**config.mk**
```make
export PLATFORM = sky130hd
export DESIGN_NAME = integer_to_ascii_formatter_top
export DESIGN_NICKNAME = d
export VERILOG_FILES = /design/src/design/itaf_pkg.sv /design/src/design/integer_to_ascii_formatter_top.sv /design/src/design/itaf_ram.sv /design/src/design/itaf_ctrl.sv /design/src/design/itaf_dp.sv
export VERILOG_INCLUDE_DIRS = /design/src /design/src/design
export SDC_FILE = /design/constraint.sdc
export NUM_CORES = 1
export LEC_CHECK = 0
export BUFFER_PORTS_ARGS = -buffer_cell sky130_fd_sc_hd__buf_4
export CORE_ASPECT_RATIO = 1.5
export CORE_MARGIN = 10
export CORE_UTILIZATION = 55
export DETAILED_ROUTE_END_ITERATION = 10
export PLACE_DENSITY_LB_ADDON = 0.05
export SLEW_MARGIN = 20
export SYNTH_ARGS = -nofsm -noshare
export SYNTH_HDL_FRONTEND = slang
export SYNTH_HIERARCHICAL = 1
export SYNTH_SLANG_ARGS = --single-unit
```
**constraint.sdc**
```tcl
create_clock -name clk_i -period 15.08 [get_ports clk_i]
set_input_delay 1.508 -clock clk_i [delete_from_list [all_inputs] [get_ports clk_i]]
set_output_delay 1.508 -clock clk_i [all_outputs]
set_load 0.03 [all_outputs]
```
**src/design/integer_to_ascii_formatter_top_assert.svh**
```systemverilog
// Assertion macros for the integer to ASCII formatter.
`ifndef INTEGER_TO_ASCII_FORMATTER_TOP_ASSERT_SVH
`define INTEGER_TO_ASCII_FORMATTER_TOP_ASSERT_SVH

// Implication checked in the same cycle.
`define ITAF_ASSERT_IMP(label, clk, rstn, ante, cons, msg) \
  label: assert property (@(posedge clk) disable iff (!rstn) (ante) |-> (cons)) else $error(msg);

// Implication checked in the next cycle.
`define ITAF_ASSERT_NXT(label, clk, rstn, ante, cons, msg) \
  label: assert property (@(posedge clk) disable iff (!rstn) (ante) |=> (cons)) else $error(msg);

`endif

```
**src/design/itaf_pkg.sv**
```systemverilog
// Shared types, constants and helpers for the integer to ASCII formatter.
package itaf_pkg;

  localparam int MaxCharsDef   = 64;
  localparam int ValueWidthDef = 64;

  // Input tdata layout, lowest bit first.
  localparam int InDataW   = 96;
  localparam int RadixLsb  = 64;
  localparam int PrefixBit = 69;
  localparam int MinWLsb   = 70;
  localparam int FillLsb   = 77;
  localparam int SepLsb    = 85;
  localparam int OutDataW  = 8;

  localparam logic [7:0] CharZero  = 8'h30;
  localparam logic [7:0] CharX     = 8'h78;
  localparam logic [7:0] CharMinus = 8'h2d;

  localparam logic [8*31-1:0] DigitTable = "FEDCBA9876543210123456789ABCDEF";

  typedef enum logic [3:0] {
    ST_IDLE,
    ST_DIV,
    ST_DIGIT,
    ST_ZFILL,
    ST_PX,
    ST_P0,
    ST_SIGN,
    ST_FILL,
    ST_RD,
    ST_WAIT,
    ST_ERR
  } itaf_state_e;

  typedef enum logic [2:0] {
    CH_SEP,
    CH_DIGIT,
    CH_ZERO,
    CH_X,
    CH_MINUS,
    CH_FILL
  } itaf_char_e;

  typedef struct packed {
    logic       load;
    logic       div_en;
    logic       wr_en;
    itaf_char_e wr_sel;
    logic       rd_en;
    logic       out_load;
    logic       out_err;
  } itaf_cmd_t;

  typedef struct packed {
    logic radix_bad;
    logic div_last;
    logic sep_due;
    logic q_zero;
    logic len_full;
    logic zfill_due;
    logic fill_due;
    logic pre8;
    logic pre16;
    logic neg;
    logic emit_last;
    logic out_free;
  } itaf_sts_t;

  function automatic logic [7:0] digit_char(input logic [3:0] rem);
    logic [4:0] idx;
    idx = 5'd15 - {1'b0, rem};
    return DigitTable[{idx, 3'b000} +: 8];
  endfunction

endpackage

```
**src/design/integer_to_ascii_formatter_top.sv**
```systemverilog
// Each digit comes from the 8-bit-per-cycle divider stepping through the value, then a digit write.
// Separators are written during a divider step; fill, prefix and sign go in one character per cycle.
// Emission reads each character from the store, then loads the output register, waiting while it is held.
// One item is in work at a time; a bad radix goes straight to its error transfer.
// Reset (rst_ni low, asynchronous) returns to idle and clears the output valid.
module integer_to_ascii_formatter_top import itaf_pkg::*; #(
  parameter int MAX_CHARS   = MaxCharsDef,
  parameter int VALUE_WIDTH = ValueWidthDef
) (
  input  logic               clk_i,
  input  logic               rst_ni,
  input  logic               s_axis_tvalid,
  output logic               s_axis_tready,
  // value_bits[63:0], radix[68:64], want_prefix[69], min_width[76:70],
  // fill_char[84:77], group_sep[92:85], zero[95:93]
  input  logic [InDataW-1:0] s_axis_tdata,
  // is_signed[0]
  input  logic               s_axis_tuser,
  output logic               m_axis_tvalid,
  input  logic               m_axis_tready,
  // out_char[7:0]
  output logic [OutDataW-1:0] m_axis_tdata,
  output logic               m_axis_tlast,
  // format_error[0]
  output logic               m_axis_tuser
);

  itaf_cmd_t cmd;
  itaf_sts_t sts;

  itaf_ctrl u_ctrl (
    .clk_i      (clk_i),
    .rst_ni     (rst_ni),
    .in_valid_i (s_axis_tvalid),
    .in_ready_o (s_axis_tready),
    .sts_i      (sts),
    .cmd_o      (cmd)
  );

  itaf_dp #(
    .MAX_CHARS   (MAX_CHARS),
    .VALUE_WIDTH (VALUE_WIDTH)
  ) u_dp (
    .clk_i       (clk_i),
    .rst_ni      (rst_ni),
    .in_data_i   (s_axis_tdata),
    .in_signed_i (s_axis_tuser),
    .cmd_i       (cmd),
    .sts_o       (sts),
    .out_ready_i (m_axis_tready),
    .out_valid_o (m_axis_tvalid),
    .out_char_o  (m_axis_tdata),
    .out_last_o  (m_axis_tlast),
    .out_err_o   (m_axis_tuser)
  );

`include "integer_to_ascii_formatter_top_assert.svh"

  `ITAF_ASSERT_IMP(a_err_is_single, clk_i, rst_ni, m_axis_tvalid && m_axis_tuser, m_axis_tlast && (m_axis_tdata == '0), "error transfer must be last with zero char")
  `ITAF_ASSERT_NXT(a_one_item, clk_i, rst_ni, s_axis_tvalid && s_axis_tready, !s_axis_tready, "input accepted twice in a row")
  `ITAF_ASSERT_IMP(a_store_bound, clk_i, rst_ni, cmd.wr_en, !sts.len_full, "write beyond text store")

endmodule

```
**src/design/itaf_ram.sv**
```systemverilog
// Generic single-write, single-read RAM with registered read data.
module itaf_ram #(
  parameter int WIDTH = 8,
  parameter int DEPTH = 64
) (
  input  logic                     clk_i,
  input  logic                     we_i,
  input  logic [$clog2(DEPTH)-1:0] waddr_i,
  input  logic [WIDTH-1:0]         wdata_i,
  input  logic                     re_i,
  input  logic [$clog2(DEPTH)-1:0] raddr_i,
  output logic [WIDTH-1:0]         rdata_o
);

  logic [WIDTH-1:0] mem_q [DEPTH];
  logic [WIDTH-1:0] rdata_q;

  always_ff @(posedge clk_i) begin
    if (we_i) begin
      mem_q[waddr_i] <= wdata_i;
    end
    if (re_i) begin
      rdata_q <= mem_q[raddr_i];
    end
  end

  assign rdata_o = rdata_q;

endmodule

```
**src/design/itaf_ctrl.sv**
```systemverilog
// Controller state machine: sequences division, padding, prefix, sign and emission.
module itaf_ctrl import itaf_pkg::*; (
  input  logic      clk_i,
  input  logic      rst_ni,
  input  logic      in_valid_i,
  output logic      in_ready_o,
  input  itaf_sts_t sts_i,
  output itaf_cmd_t cmd_o
);

  itaf_state_e state_q, state_d;

  always_ff @(posedge clk_i or negedge rst_ni) begin
    if (!rst_ni) begin
      state_q <= ST_IDLE;
    end else begin
      state_q <= state_d;
    end
  end

  always_comb begin
    state_d = state_q;
    unique case (state_q)
      ST_IDLE: begin
        if (in_valid_i) begin
          state_d = sts_i.radix_bad ? ST_ERR : ST_DIV;
        end
      end
      ST_DIV: begin
        if (sts_i.sep_due && sts_i.len_full) begin
          state_d = ST_ERR;
        end else if (sts_i.div_last) begin
          state_d = ST_DIGIT;
        end
      end
      ST_DIGIT: begin
        if (sts_i.len_full) begin
          state_d = ST_ERR;
        end else begin
          state_d = sts_i.q_zero ? ST_ZFILL : ST_DIV;
        end
      end
      ST_ZFILL: begin
        if (sts_i.zfill_due) begin
          if (sts_i.len_full) state_d = ST_ERR;
        end else if (sts_i.pre16) begin
          state_d = ST_PX;
        end else if (sts_i.pre8) begin
          state_d = ST_P0;
        end else begin
          state_d = sts_i.neg ? ST_SIGN : ST_FILL;
        end
      end
      ST_PX: begin
        state_d = sts_i.len_full ? ST_ERR : ST_P0;
      end
      ST_P0: begin
        if (sts_i.len_full) begin
          state_d = ST_ERR;
        end else begin
          state_d = sts_i.neg ? ST_SIGN : ST_FILL;
        end
      end
      ST_SIGN: begin
        state_d = sts_i.len_full ? ST_ERR : ST_FILL;
      end
      ST_FILL: begin
        if (sts_i.fill_due) begin
          if (sts_i.len_full) state_d = ST_ERR;
        end else begin
          state_d = ST_RD;
        end
      end
      ST_RD: begin
        state_d = ST_WAIT;
      end
      ST_WAIT: begin
        if (sts_i.out_free) begin
          state_d = sts_i.emit_last ? ST_IDLE : ST_RD;
        end
      end
      ST_ERR: begin
        if (sts_i.out_free) state_d = ST_IDLE;
      end
      default: begin
        state_d = ST_IDLE;
      end
    endcase
  end

  always_comb begin
    cmd_o      = '0;
    in_ready_o = 1'b0;
    unique case (state_q)
      ST_IDLE: begin
        in_ready_o  = 1'b1;
        cmd_o.load  = in_valid_i;
      end
      ST_DIV: begin
        cmd_o.div_en = 1'b1;
        // a separator goes in ahead of the digit about to be produced
        if (sts_i.sep_due && !sts_i.len_full) begin
          cmd_o.wr_en  = 1'b1;
          cmd_o.wr_sel = CH_SEP;
        end
      end
      ST_DIGIT: begin
        cmd_o.wr_en  = !sts_i.len_full;
        cmd_o.wr_sel = CH_DIGIT;
      end
      ST_ZFILL: begin
        cmd_o.wr_en  = sts_i.zfill_due && !sts_i.len_full;
        cmd_o.wr_sel = CH_ZERO;
      end
      ST_PX: begin
        cmd_o.wr_en  = !sts_i.len_full;
        cmd_o.wr_sel = CH_X;
      end
      ST_P0: begin
        cmd_o.wr_en  = !sts_i.len_full;
        cmd_o.wr_sel = CH_ZERO;
      end
      ST_SIGN: begin
        cmd_o.wr_en  = !sts_i.len_full;
        cmd_o.wr_sel = CH_MINUS;
      end
      ST_FILL: begin
        cmd_o.wr_en  = sts_i.fill_due && !sts_i.len_full;
        cmd_o.wr_sel = CH_FILL;
      end
      ST_RD: begin
        cmd_o.rd_en = 1'b1;
      end
      ST_WAIT: begin
        cmd_o.out_load = sts_i.out_free;
      end
      ST_ERR: begin
        cmd_o.out_load = sts_i.out_free;
        cmd_o.out_err  = 1'b1;
      end
      default: begin
        cmd_o = '0;
      end
    endcase
  end

endmodule

```
**src/design/itaf_dp.sv**
```systemverilog
// Datapath: radix divider, text store, length counters and output register.
module itaf_dp import itaf_pkg::*; #(
  parameter int MAX_CHARS   = MaxCharsDef,
  parameter int VALUE_WIDTH = ValueWidthDef
) (
  input  logic               clk_i,
  input  logic               rst_ni,
  input  logic [InDataW-1:0] in_data_i,
  input  logic               in_signed_i,
  input  itaf_cmd_t          cmd_i,
  output itaf_sts_t          sts_o,
  input  logic               out_ready_i,
  output logic               out_valid_o,
  output logic [7:0]         out_char_o,
  output logic               out_last_o,
  output logic               out_err_o
);

  localparam int LenW     = $clog2(MAX_CHARS + 1);
  localparam int AddrW    = $clog2(MAX_CHARS);
  localparam int DivSteps = (VALUE_WIDTH + 7) / 8;
  localparam int QW       = DivSteps * 8;
  localparam int CntW     = (DivSteps > 1) ? $clog2(DivSteps) : 1;

  // input decode
  logic [VALUE_WIDTH-1:0] v_in, mag_in;
  logic [4:0]             radix_in;
  logic [7:0]             sep_in;
  logic                   neg_in, pre_in;

  assign v_in     = in_data_i[VALUE_WIDTH-1:0];
  assign radix_in = in_data_i[RadixLsb +: 5];
  assign pre_in   = in_data_i[PrefixBit];
  assign sep_in   = in_data_i[SepLsb +: 8];
  assign neg_in   = in_signed_i & v_in[VALUE_WIDTH-1];
  assign mag_in   = neg_in ? (~v_in + VALUE_WIDTH'(1)) : v_in;

  // per-item options
  logic [4:0]      radix_q;
  logic            pre8_q, pre16_q, neg_q, sep_en_q;
  logic [6:0]      minw_q;
  logic [7:0]      fill_q, sep_q;
  logic [QW-1:0]   q_q;
  logic [3:0]      r_q;
  logic [CntW-1:0] cnt_q;
  logic [1:0]      group_q;
  logic [LenW-1:0] len_q, k_q;

  always_ff @(posedge clk_i) begin
    if (cmd_i.load) begin
      radix_q  <= radix_in;
      pre8_q   <= pre_in && (radix_in == 5'd8);
      pre16_q  <= pre_in && (radix_in == 5'd16);
      neg_q    <= neg_in;
      minw_q   <= in_data_i[MinWLsb +: 7];
      fill_q   <= in_data_i[FillLsb +: 8];
      sep_q    <= sep_in;
      sep_en_q <= (sep_in != 8'd0) && (radix_in == 5'd10);
    end
  end

  // restoring division, eight quotient bits per cycle
  logic [7:0] chunk, qbits;
  logic [4:0] rem;

  assign chunk = q_q[QW-1 -: 8];

  always_comb begin
    rem   = (cnt_q == '0) ? 5'd0 : {1'b0, r_q};
    qbits = '0;
    for (int i = 7; i >= 0; i--) begin
      rem = {rem[3:0], chunk[i]};
      if (rem >= radix_q) begin
        rem      = rem - radix_q;
        qbits[i] = 1'b1;
      end
    end
  end

  always_ff @(posedge clk_i) begin
    if (cmd_i.load) begin
      q_q <= QW'(mag_in);
      r_q <= 4'd0;
    end else if (cmd_i.div_en) begin
      q_q <= QW'({q_q, qbits});
      r_q <= rem[3:0];
    end
  end

  // character select and store write
  logic [7:0] wr_char;

  always_comb begin
    case (cmd_i.wr_sel)
      CH_SEP:   wr_char = sep_q;
      CH_DIGIT: wr_char = digit_char(r_q);
      CH_ZERO:  wr_char = CharZero;
      CH_X:     wr_char = CharX;
      CH_MINUS: wr_char = CharMinus;
      CH_FILL:  wr_char = fill_q;
      default:  wr_char = 8'd0;
    endcase
  end

  logic            out_valid_q, out_last_q, out_err_q;
  logic [7:0]      out_char_q;
  logic [7:0]      ram_rdata;
  logic [LenW-1:0] emit_pos;
  logic            emit_last;

  assign emit_pos  = len_q - k_q - LenW'(1);
  assign emit_last = (k_q + LenW'(1)) == len_q;

  always_ff @(posedge clk_i or negedge rst_ni) begin
    if (!rst_ni) begin
      cnt_q   <= '0;
      group_q <= '0;
      len_q   <= '0;
      k_q     <= '0;
    end else if (cmd_i.load) begin
      cnt_q   <= '0;
      group_q <= '0;
      len_q   <= '0;
      k_q     <= '0;
    end else begin
      if (cmd_i.div_en) begin
        cnt_q <= (cnt_q == CntW'(DivSteps - 1)) ? '0 : cnt_q + CntW'(1);
      end
      if (cmd_i.wr_en) begin
        len_q <= len_q + LenW'(1);
        if (cmd_i.wr_sel == CH_SEP) begin
          group_q <= '0;
        end else if (cmd_i.wr_sel == CH_DIGIT) begin
          group_q <= group_q + 2'd1;
        end
      end
      if (cmd_i.out_load && !cmd_i.out_err) begin
        k_q <= k_q + LenW'(1);
      end
    end
  end

  itaf_ram #(
    .WIDTH (8),
    .DEPTH (MAX_CHARS)
  ) u_store (
    .clk_i   (clk_i),
    .we_i    (cmd_i.wr_en),
    .waddr_i (len_q[AddrW-1:0]),
    .wdata_i (wr_char),
    .re_i    (cmd_i.rd_en),
    .raddr_i (emit_pos[AddrW-1:0]),
    .rdata_o (ram_rdata)
  );

  // output register
  always_ff @(posedge clk_i or negedge rst_ni) begin
    if (!rst_ni) begin
      out_valid_q <= 1'b0;
    end else if (cmd_i.out_load) begin
      out_valid_q <= 1'b1;
    end else if (out_ready_i) begin
      out_valid_q <= 1'b0;
    end
  end

  always_ff @(posedge clk_i) begin
    if (cmd_i.out_load) begin
      out_char_q <= cmd_i.out_err ? 8'd0 : ram_rdata;
      out_last_q <= cmd_i.out_err ? 1'b1 : emit_last;
      out_err_q  <= cmd_i.out_err;
    end
  end

  assign out_valid_o = out_valid_q;
  assign out_char_o  = out_char_q;
  assign out_last_o  = out_last_q;
  assign out_err_o   = out_err_q;

  // padding targets: zero fill shrinks by sign and prefix length
  logic              zero_mode;
  logic [1:0]        zsub;
  logic signed [8:0] ztarget, len9;

  assign zero_mode = (fill_q == CharZero);
  assign zsub      = {pre16_q, 1'b0} + {1'b0, pre8_q} + {1'b0, neg_q};
  assign ztarget   = $signed({2'b00, minw_q}) - $signed({7'b0, zsub});
  assign len9      = $signed(9'(len_q));

  always_comb begin
    sts_o           = '0;
    sts_o.radix_bad = (radix_in < 5'd2) || (radix_in > 5'd16);
    sts_o.div_last  = (cnt_q == CntW'(DivSteps - 1));
    sts_o.sep_due   = (cnt_q == '0) && (group_q == 2'd3) && sep_en_q;
    sts_o.q_zero    = (q_q == '0);
    sts_o.len_full  = (len_q == LenW'(MAX_CHARS));
    sts_o.zfill_due = zero_mode && (len9 < ztarget);
    sts_o.fill_due  = !zero_mode && (8'(len_q) < {1'b0, minw_q});
    sts_o.pre8      = pre8_q;
    sts_o.pre16     = pre16_q;
    sts_o.neg       = neg_q;
    sts_o.emit_last = emit_last;
    sts_o.out_free  = !out_valid_q || out_ready_i;
  end

endmodule

```
==> summary.md, run 1 <==
### Logic synthesis
• **count of flip-flops with a built-in enable after synthesis** 626
• **count of state elements after synthesis** 654
• **proportion of netlist area held by the largest area contributor** 61.47%
• **Post-Syn Instances** 2062
• **syn nets** 2242
• **Area contributors post-synth** sky130_fd_sc_hd__edfxtp_1 (61%), sky130_fd_sc_hd__mux4_2 (9.3%), sky130_fd_sc_hd__ha_1 (2.9%)
• **most numerous cell types in the synthesized netlist** sky130_fd_sc_hd__edfxtp_1 (626), sky130_fd_sc_hd__nor2_1 (214), sky130_fd_sc_hd__mux4_2 (126)
• **largest area contributor in the netlist** sky130_fd_sc_hd__edfxtp_1
• **count leader, synth** sky130_fd_sc_hd__edfxtp_1
• **main flop type after synthesis** sky130_fd_sc_hd__edfxtp_1
• **ys async rst share** 3.670%
• **Mapped Area** 0.03058 mm²
• **sequential fraction of the synthesis area** 63.70%
• **unique cell type count in the Yosys netlist** 83
• **syn avg cell area** 14.83 µm²
• **number of synthesis warnings** 6

### Floorplan
• **effective utilization at floorplan** 55.68%
• **IO Pins** 113
• **Chip Width** 212.5 µm
• **row count** 105
• **floorplan core area** 0.05492 mm²
• **Die Outline Area** 0.06562 mm²
• **die boundary height** 308.8 µm

### Global route
• **global-route wire length before repair** 111300 µm
• **vias in the first global route** 18770
• **pin count of the biggest net entering global routing** 112
• **number of antenna violations at the first check in global routing** 0
• **GRT Overall Usage** 22.31%
• **remaining global-route overflow** 0

### Critical path
• **cell occurring most often along the worst timing path** sky130_fd_sc_hd__ha_1
• **Worst Path Required** 15640 ps
• **Buffers & Inverters on Critical Path** 6
• **critical path class** flop to flop
• **kind of cell adding the most delay to the critical path** compound AO/OA/AOI/OAI gates
• **r2r worst-path depth** 52
• **CP Depth** 52
• **largest fanout of any net on the critical path** 10
• **critical-path cell with the highest stage delay** sky130_fd_sc_hd__nor3_1
• **Slowest Stage Delay on Critical Path** 730 ps
• **startpoint type of the worst setup path** flop
• **arrival time of data at the critical path endpoint** 14190 ps
• **category of the worst setup path capture point** flop
• **capture instance of the worst register-to-register path** u_dp/r_q[0]
• **slack of the worst reg-to-reg path** 1450 ps
• **start of the worst register-to-register path** u_dp/cnt_q[0]

### CTS
• **clock latency at the later pin of the worst-skew pair** 650 ps
• **buffer count from post-CTS setup fixing** 0
• **CTS Root Cell** sky130_fd_sc_hd__clkbuf_16
• **post-cts hold buffer count** 0
• **CTS H-tree depth** 2
• **maximum clock insertion buffer count** 3
• **clock-pin slew on the worst setup and hold paths** 70 ps
• **CTS tree** done
• **CTS buffer count** 59
• **Num Clock Sinks** 654
• **Post-CTS Resized** 0

### STA
• **total negative slack** 0 ps
• **fin. max-slew vios** 0
• **setup repair after global routing missed its margin** no
• **final hold violations** 0
• **clk_skew** 45.11 ps
• **FMAX** 73.36 MHz
• **fin crit share** 90.39%
• **slew of the pin with the lowest slew margin** 1163 ps
• **Slew Limit Headroom** 20.49%
• **Final setup viols** 0
• **final critical path time including I/O delays and setup** 13630 ps

### Routing
• **drt first-iter violations** 1425
• **via count** 18130
• **DRT Pass-1 Iters** 5
• **antenna-violating nets left** 0
• **final routed wire length divided by cell count** 25.00 µm
• **detailed-route wire length** 72670 µm
• **DRC** 0
• **via-per-instance ratio** 6.237

### Place
• **Post-DP HPWL** 48070 µm
• **number of input and output port buffers inserted** 109
• **Final GP Congestion** 0.9069

### Min path
• **worst-case hold path end point** u_dp/group_q[1]
• **worst hold stages** 2
• **Tightest Hold Check Type** flop to flop
• **hold_sp** u_dp/group_q[1]

### Finish
• **filler instances** 4142
• **NumNets Final** 2343
• **antenna cells** 0
• **FF+latch area** 0.01948 mm²
• **synth-to-layout area growth** 11.87%
• **fraction of final layout cells with drive strength greater than 1** 19.44%
• **area of the multi-input gates** 0.01048 mm²

### Status
• **status** completed

### Job
• **max-capacitance violation count** 0

-- worst register-to-register path, delay by kind of cell, from the launching register on --
family	cells	cell delay [ps]
AO/OA/AOI/OAI	25	5660
adder cells (fa/ha/maj)	9	2440
buffers and inverters	6	430
flip-flops	1	410
multiplexers	6	2510
AND/OR/NAND/NOR	6	2090
-- cells in the final DEF (no fill, tap or decap), types with 7 or more instances in the layout --
cell / netlist / routed
sky130_fd_sc_hd__nor2_1: 214 / 213
sky130_fd_sc_hd__fa_1: 9 / 8
sky130_fd_sc_hd__o21a_1: 9 / 9
sky130_fd_sc_hd__nand2_1: 74 / 74
sky130_fd_sc_hd__o221ai_1: 10 / 10
sky130_fd_sc_hd__nor3_1: 42 / 39
sky130_fd_sc_hd__nand2b_1: 27 / 27
sky130_fd_sc_hd__clkinv_1: 1 / 11
sky130_fd_sc_hd__o31ai_1: 11 / 11
sky130_fd_sc_hd__dfrtp_1: 24 / 24
sky130_fd_sc_hd__or3_1: 17 / 17
sky130_fd_sc_hd__clkbuf_16: 0 / 60
sky130_fd_sc_hd__nand3b_1: 8 / 8
sky130_fd_sc_hd__mux4_2: 126 / 126
sky130_fd_sc_hd__mux2i_1: 45 / 45
sky130_fd_sc_hd__nand3_1: 23 / 23
sky130_fd_sc_hd__o22ai_1: 11 / 11
sky130_fd_sc_hd__a211oi_1: 11 / 9
sky130_fd_sc_hd__o21ai_1: 12 / 12
sky130_fd_sc_hd__a21oi_1: 119 / 117
sky130_fd_sc_hd__buf_4: 18 / 138
sky130_fd_sc_hd__bufinv_16: 0 / 9
sky130_fd_sc_hd__xnor2_1: 62 / 60
sky130_fd_sc_hd__nor2b_1: 30 / 30
sky130_fd_sc_hd__edfxtp_1: 626 / 626
sky130_fd_sc_hd__a31oi_1: 32 / 32
sky130_fd_sc_hd__nand4_1: 14 / 14
sky130_fd_sc_hd__and2_1: 8 / 7
sky130_fd_sc_hd__xor2_1: 38 / 37
sky130_fd_sc_hd__mux2_2: 24 / 24
sky130_fd_sc_hd__a21o_1: 23 / 23
sky130_fd_sc_hd__ha_1: 70 / 69
sky130_fd_sc_hd__clkinv_2: 0 / 10
sky130_fd_sc_hd__o21ai_0: 33 / 31
sky130_fd_sc_hd__nor4_1: 34 / 34
sky130_fd_sc_hd__inv_1: 67 / 67
-- per-stage QoR --
| step | util (%) | hold WS [ps] | instances | worst slack, ps | cell area, µm² |
|---|---|---|---|---|---|
| after floorplan | - | 501.7 | 2062 | 3626 | 30580 |
| after global placement | 58.51 | 515.6 | 2797 | 1919 | 32130 |
| after detailed placement | 58.52 | 525.0 | 2797 | 1564 | 32140 |
| after CTS | 62.30 | 534.8 | 2907 | 1517 | 34210 |
| after global routing | 62.30 | 563.5 | 2907 | 279.2 | 34210 |
| final | 62.30 | 539.1 | 2907 | 1449 | 34210 |
-- metal layers --
metal  part of all wire (%)  vias up  global-route usage (%)
met1                     39     9206                   27.59
met5                      0        -                       0
li1                       -     8241                       -
met3                    5.2      125                   3.624
met4                    3.1        0                   7.257
met2                     52      558                   39.14
-- kinds of logic (layout without fill, tap and decap cells) --
group | Yosys count | in the layout | synth area share [%]
multiplexers | 196 | 196 | 11.69
buffers and inverters | 168 | 318 | 2.586
AO/OA/AOI/OAI | 333 | 333 | 7.046
XOR/XNOR | 100 | 100 | 2.864
AND/OR/NAND/NOR | 532 | 532 | 8.666
adder cells (fa/ha/maj) | 79 | 79 | 3.453
flip-flops | 654 | 654 | 63.70
-- registers in the layout (all words and copies together) (netlist names), 7 cells and up --
signal / cells
u_dp/q_q: 64
u_dp/out_char_o: 8
u_dp/len_q: 7
u_dp/minw_q: 7
u_dp/k_q: 7
u_dp/u_store/rdata_o: 8
u_dp/sep_q: 8
u_dp/fill_q: 8
u_dp/u_store/mem_q: 512
-- cell type report --
class	count	share of cell area, %
clock buffer	67	4.553
clock inverter	43	1.503
inverter	69	0.7571
multi-input combinational	1240	30.62
sequential	654	56.94
tap	695	2.542
timing repair buffer	139	3.087
-- how the worst max path moves through the flow --
| stage | startpoint | end | slack [ps] |
|---|---|---|---|
| after floorplan | u_dp/cnt_q[0] | u_dp/r_q[0] | 3630 |
| after global placement | u_dp/cnt_q[0] | u_dp/r_q[1] | 1920 |
| after detailed placement | u_dp/cnt_q[0] | u_dp/r_q[0] | 1560 |
| after CTS | u_dp/cnt_q[0] | u_dp/r_q[0] | 1520 |
| after global routing | u_dp/cnt_q[0] | u_dp/r_q[0] | 280 |
| final | u_dp/cnt_q[0] | u_dp/r_q[0] | 1450 |
Power of run 1 is not shown: default switching activity piles up to over one toggle a cycle in this logic, so the estimate is an artifact.
==> run 2, diff against run 1 <==
==> constraint.sdc (replaced) <==
create_clock -name clk_i -period 11.9 [get_ports clk_i]
set_input_delay 1.19 -clock clk_i [delete_from_list [all_inputs] [get_ports clk_i]]
set_output_delay 1.19 -clock clk_i [all_outputs]
set_load 0.03 [all_outputs]
==> summary.md, run 2 (synthesis results as in run 1) <==
### STA
• **Final setup viols** 0, unchanged
• **slew of the pin with the lowest slew margin** 1103 ps, was 1163 ps
• **Min Hold Slack** 459.3 ps, was 539.1 ps
• **final hold violations** 0, unchanged
• **fin crit share** 94.91%, was 90.39%
• **final critical path time including I/O delays and setup** 11290 ps, was 13630 ps
• **fin. max-slew vios** 0, unchanged
• **Slew Limit Headroom** 25.53%, was 20.49%
• **clk_skew** 46.16 ps, was 45.11 ps
• **FMAX** 88.54 MHz, was 73.36 MHz

### Critical path
• **start of the worst register-to-register path** u_dp/cnt_q[0], unchanged
• **critical-path cell with the highest stage delay** sky130_fd_sc_hd__or4b_2, was sky130_fd_sc_hd__nor3_1
• **largest fanout of any net on the critical path** 8, was 10
• **Slowest Stage Delay on Critical Path** 640 ps, was 730 ps
• **arrival time of data at the critical path endpoint** 11850 ps, was 14190 ps
• **startpoint type of the worst setup path** flop, unchanged
• **cell occurring most often along the worst timing path** sky130_fd_sc_hd__ha_1, unchanged
• **category of the worst setup path capture point** flop, unchanged
• **Worst Path Required** 12450 ps, was 15640 ps
• **critical path class** flop to flop, unchanged
• **beginning of the critical path** u_dp/cnt_q[0], unchanged

### Status
• **status** completed, unchanged

### CTS
• **CTS Root Cell** sky130_fd_sc_hd__clkbuf_16, unchanged
• **Num Clock Sinks** 654, unchanged
• **clock latency at the later pin of the worst-skew pair** 640 ps, was 650 ps
• **post-cts hold buffer count** 0, unchanged
• **clock-pin slew on the worst setup and hold paths** 60 ps, was 70 ps
• **CTS tree** done, unchanged
• **CTS H-tree depth** 2, unchanged
• **CTS buffer count** 60, was 59
• **maximum clock insertion buffer count** 3, unchanged

### Floorplan
• **Die Outline Area** 0.06562 mm², unchanged
• **die boundary height** 308.8 µm, unchanged
• **IO Pins** 113, unchanged
• **effective utilization at floorplan** 55.68%, unchanged
• **Chip Width** 212.5 µm, unchanged
• **row count** 105, unchanged
• **floorplan core area** 0.05492 mm², unchanged

### Place
• **Post-DP HPWL** 48600 µm, was 48070 µm
• **number of input and output port buffers inserted** 109, unchanged
• **Final GP Congestion** 0.9050, was 0.9069

### Finish
• **synth-to-layout area growth** 12.08%, was 11.87%
• **commonest cells after routing, fill and taps aside** sky130_fd_sc_hd__edfxtp_1 (626), sky130_fd_sc_hd__nor2_1 (212), sky130_fd_sc_hd__buf_4 (156), was sky130_fd_sc_hd__edfxtp_1 (626), sky130_fd_sc_hd__nor2_1 (213), sky130_fd_sc_hd__buf_4 (138)
• **number of flip-flops under the largest register name** 512, unchanged
• **NumNets Final** 2362, was 2343
• **leading cell type in the layout, fill and taps excluded** sky130_fd_sc_hd__edfxtp_1, unchanged
• **filler instances** 4172, was 4142
• **fraction of final layout cells with drive strength greater than 1** 20.39%, was 19.44%
• **Top reg by flops** u_dp/u_store/mem_q, unchanged
• **registers with the most flip-flops** u_dp/u_store/mem_q: 512 flops, u_dp/q_q: 64 flops, unchanged

### Routing
• **via-per-instance ratio** 6.214, was 6.237
• **drt first-iter violations** 1352, was 1425
• **DRT Pass-1 Iters** 7, was 5
• **DRC** 0, unchanged
• **antenna-violating nets left** 0, unchanged
• **via count** 18190, was 18130
• **final routed wire length divided by cell count** 24.94 µm, was 25.00 µm
• **detailed-route wire length** 72990 µm, was 72670 µm

### Global route
• **number of antenna violations at the first check in global routing** 1, was 0
• **GRT Overall Usage** 22.33%, was 22.31%
• **remaining global-route overflow** 0, unchanged
• **pin count of the biggest net entering global routing** 100, was 112
• **global-route wire length before repair** 111300 µm, unchanged
• **vias in the first global route** 18520, was 18770

### Min path
• **Tightest Hold Check Type** input port to asynchronous set/reset pin, was flop to flop

### Job
• **max-capacitance violation count** 0, unchanged

==> run 2: per-stage QoR <==
stage	utilization, %	TNS [ps]	setup slack (ps)	cells	area (µm²)
finish	62.41	0	606.2	2927	34270
detailed placement	58.64	0	95.13	2807	32200
CTS	62.12	0	28.99	2918	34120
floorplan	-	0	446.5	2062	30580
global route	62.41	-184.3	-111.1	2926	34270
global placement	58.64	0	346.9	2807	32200
==> run 2: critical path, delay by kind of cell, from the launching register on <==
family / cells / cell delay, ps
adder cells (fa/ha/maj): 9 / 2600
buffers and inverters: 7 / 750
AND/OR/NAND/NOR: 7 / 1490
AO/OA/AOI/OAI: 24 / 4150
multiplexers: 6 / 1820
flip-flops: 1 / 410
==> run 2: timing repair <==
item,CTS,global route
resized for setup,0,23
setup buffers,0,8
setup endpoints to repair,0,5
endpoints found under the hold margin,0,0
==> run 2: final timing paths <==
kind	end	slack (ps)	cells after the start
worst max-delay path	u_dp/r_q[0]	610	53
worst min-delay path	u_ctrl/state_q[2]	460	1
worst max register to register	u_dp/r_q[0]	610	53
worst min register to register	u_dp/group_q[1]	530	2
max in group asynchronous	u_dp/len_q[2]	11170	1
min in group clk_i	u_dp/group_q[1]	530	2
==> run 2: per-layer routing <==
layer / routed length (µm) / track usage [%] / share of wire (%)
met5: 0 / 0 / 0
met4: 2185 / 7.357 / 3.0
met3: 4232 / 3.432 / 5.8
met2: 38180 / 39.08 / 52
met1: 28400 / 27.83 / 39
==> run 2: layout make-up <==
type / instances / area (µm²) / share of cell area (%)
antenna: 1 / 2.502 / 0.007301
clock buffer: 69 / 1535 / 4.479
clock inverter: 42 / 376.6 / 1.099
inverter: 69 / 259.0 / 0.7557
multi-input combinational: 1240 / 10560 / 30.81
sequential: 654 / 19480 / 56.83
tap: 695 / 869.6 / 2.537
timing repair buffer: 157 / 1191 / 3.475
Power of run 2 is left out for the same reason.
==> run 3, diff against run 2 <==
--- a/config.mk
+++ b/config.mk
@@ -10,6 +10,7 @@
 export CORE_ASPECT_RATIO = 1.5
 export CORE_MARGIN = 10
 export CORE_UTILIZATION = 55
+export CTS_BUF_LIST = sky130_fd_sc_hd__clkbuf_16
 export DETAILED_ROUTE_END_ITERATION = 10
 export PLACE_DENSITY_LB_ADDON = 0.05
 export SLEW_MARGIN = 20
==> summary.md, run 3 (synthesis results as in run 1) <==
### Global route
• **vias in the first global route** 18520, unchanged
• **pin count of the biggest net entering global routing** 100, unchanged
• **GRT Overall Usage** 22.33%, unchanged
• **remaining global-route overflow** 0, unchanged
• **number of antenna violations at the first check in global routing** 1, unchanged
• **global-route wire length before repair** 111300 µm, unchanged

### Floorplan
• **row count** 105, unchanged
• **die boundary height** 308.8 µm, unchanged
• **floorplan core area** 0.05492 mm², unchanged
• **IO Pins** 113, unchanged
• **Die Outline Area** 0.06562 mm², unchanged
• **Chip Width** 212.5 µm, unchanged
• **effective utilization at floorplan** 55.68%, unchanged

### Finish
• **number of flip-flops under the largest register name** 512, unchanged
• **registers with the most flip-flops** u_dp/u_store/mem_q: 512 flops, u_dp/q_q: 64 flops, unchanged
• **synth-to-layout area growth** 12.07%, was 12.08%
• **NumNets Final** 2362, unchanged
• **leading cell type in the layout, fill and taps excluded** sky130_fd_sc_hd__edfxtp_1, unchanged
• **commonest cells after routing, fill and taps aside** sky130_fd_sc_hd__edfxtp_1 (626), sky130_fd_sc_hd__nor2_1 (212), sky130_fd_sc_hd__buf_4 (156), unchanged
• **antenna cells** 0, was 1
• **fraction of final layout cells with drive strength greater than 1** 20.39%, unchanged
• **Top reg by flops** u_dp/u_store/mem_q, unchanged

### CTS
• **Num Clock Sinks** 654, unchanged
• **CTS buffer count** 60, unchanged
• **maximum clock insertion buffer count** 3, unchanged
• **CTS Root Cell** sky130_fd_sc_hd__clkbuf_16, unchanged
• **CTS H-tree depth** 2, unchanged
• **CTS tree** done, unchanged
• **clock latency at the later pin of the worst-skew pair** 640 ps, about the same
• **clock-pin slew on the worst setup and hold paths** 60 ps, about the same

### STA
• **Min Hold Slack** 459.7 ps, was 459.3 ps
• **fin crit share** 94.90%, was 94.91%
• **Final setup viols** 0, unchanged
• **Slew Limit Headroom** 24.95%, was 25.53%
• **clk_skew** 45.90 ps, was 46.16 ps
• **slew of the pin with the lowest slew margin** 1111 ps, was 1103 ps
• **final critical-path setup slack** 606.9 ps, was 606.2 ps
• **final critical path time including I/O delays and setup** 11290 ps, about the same
• **FMAX** 88.55 MHz, was 88.54 MHz
• **fin. max-slew vios** 0, unchanged
• **final hold violations** 0, unchanged

### Critical path
• **Slowest Stage Delay on Critical Path** 640 ps, about the same
• **Buffers & Inverters on Critical Path** 7, unchanged
• **critical path class** flop to flop, unchanged
• **critical-path cell with the highest stage delay** sky130_fd_sc_hd__or4b_2, unchanged
• **startpoint type of the worst setup path** flop, unchanged
• **Worst Path Required** 12450 ps, about the same
• **category of the worst setup path capture point** flop, unchanged
• **arrival time of data at the critical path endpoint** 11850 ps, about the same
• **cell occurring most often along the worst timing path** sky130_fd_sc_hd__ha_1, unchanged
• **largest fanout of any net on the critical path** 8, unchanged
• **kind of cell adding the most delay to the critical path** compound AO/OA/AOI/OAI gates, unchanged

### Routing
• **via-per-instance ratio** 6.217, was 6.214
• **drt first-iter violations** 1345, was 1352
• **DRC** 0, unchanged
• **final routed wire length divided by cell count** 24.92 µm, was 24.94 µm
• **via count** 18190, about the same
• **DRT Pass-1 Iters** 5, was 7
• **detailed-route wire length** 72900 µm, was 72990 µm
• **antenna-violating nets left** 0, unchanged

### Place
• **number of input and output port buffers inserted** 109, unchanged
• **Final GP Congestion** 0.9050, unchanged
• **Post-DP HPWL** 48600 µm, unchanged
• **dpl ws** 95.13 ps, unchanged

### Min path
• **Tightest Hold Check Type** input port to asynchronous set/reset pin, unchanged

### Job
• **max-capacitance violation count** 0, unchanged

### Status
• **status** completed, unchanged

[run 3: cell count changes in the layout (fill, tap and decap cells not counted)]
cell,change
sky130_fd_sc_hd__inv_1,+9
sky130_fd_sc_hd__clkbuf_1,-9
sky130_fd_sc_hd__diode_2,-1
[run 3: worst paths after layout]
path / cells after the start / startpoint / slack, ps / to
setup / recovery: 53 / u_dp/cnt_q[0] / 610 / u_dp/r_q[0]
hold / removal: 1 / rst_ni / 460 / u_ctrl/state_q[2]
setup reg to reg: 53 / u_dp/cnt_q[0] / 610 / u_dp/r_q[0]
hold reg to reg: 2 / u_dp/group_q[1] / 530 / u_dp/group_q[1]
max in group asynchronous: 1 / rst_ni / 11160 / u_dp/len_q[2]
min in group clk_i: 2 / u_dp/group_q[1] / 530 / u_dp/group_q[1]
[run 3: per-layer routing]
layer / up-vias / wire length, µm / GRT usage, %
met5: - / 0 / 0
met4: 0 / 2315 / 7.357
met3: 141 / 4003 / 3.432
met2: 583 / 38100 / 39.08
met1: 9180 / 28490 / 27.83
li1: 8286 / - / -
[run 3: final cells by class]
type                    count  area (µm²)
multi-input cells        1240       10560
flip-flops and latches    654       19480
well taps                 695       869.6
repair buffers            157        1191
clock buffers              60        1501
inverters                  69       259.0
clock inverters            51       410.4
fillers                  4173       20640
[run 3: what timing repair did]
item                                    in CTS  in global routing
endpoints found under the setup margin       0                  5
hold buffers                                 0                  0
gates resized for setup                      0                 23
buffers inserted                             0                  8
[run 3: stage by stage]
| stage | TNS (ps) | cells | utilization (%) | instance area [µm²] |
|---|---|---|---|---|
| floorplan | 0 | 2062 | - | 30580 |
| global placement | 0 | 2807 | 58.64 | 32200 |
| detailed placement | 0 | 2807 | 58.64 | 32200 |
| CTS | 0 | 2918 | 62.12 | 34120 |
| global route | -184.3 | 2926 | 62.41 | 34270 |
| finish | 0 | 2926 | 62.41 | 34270 |
Power of run 3 is left out for the same reason.
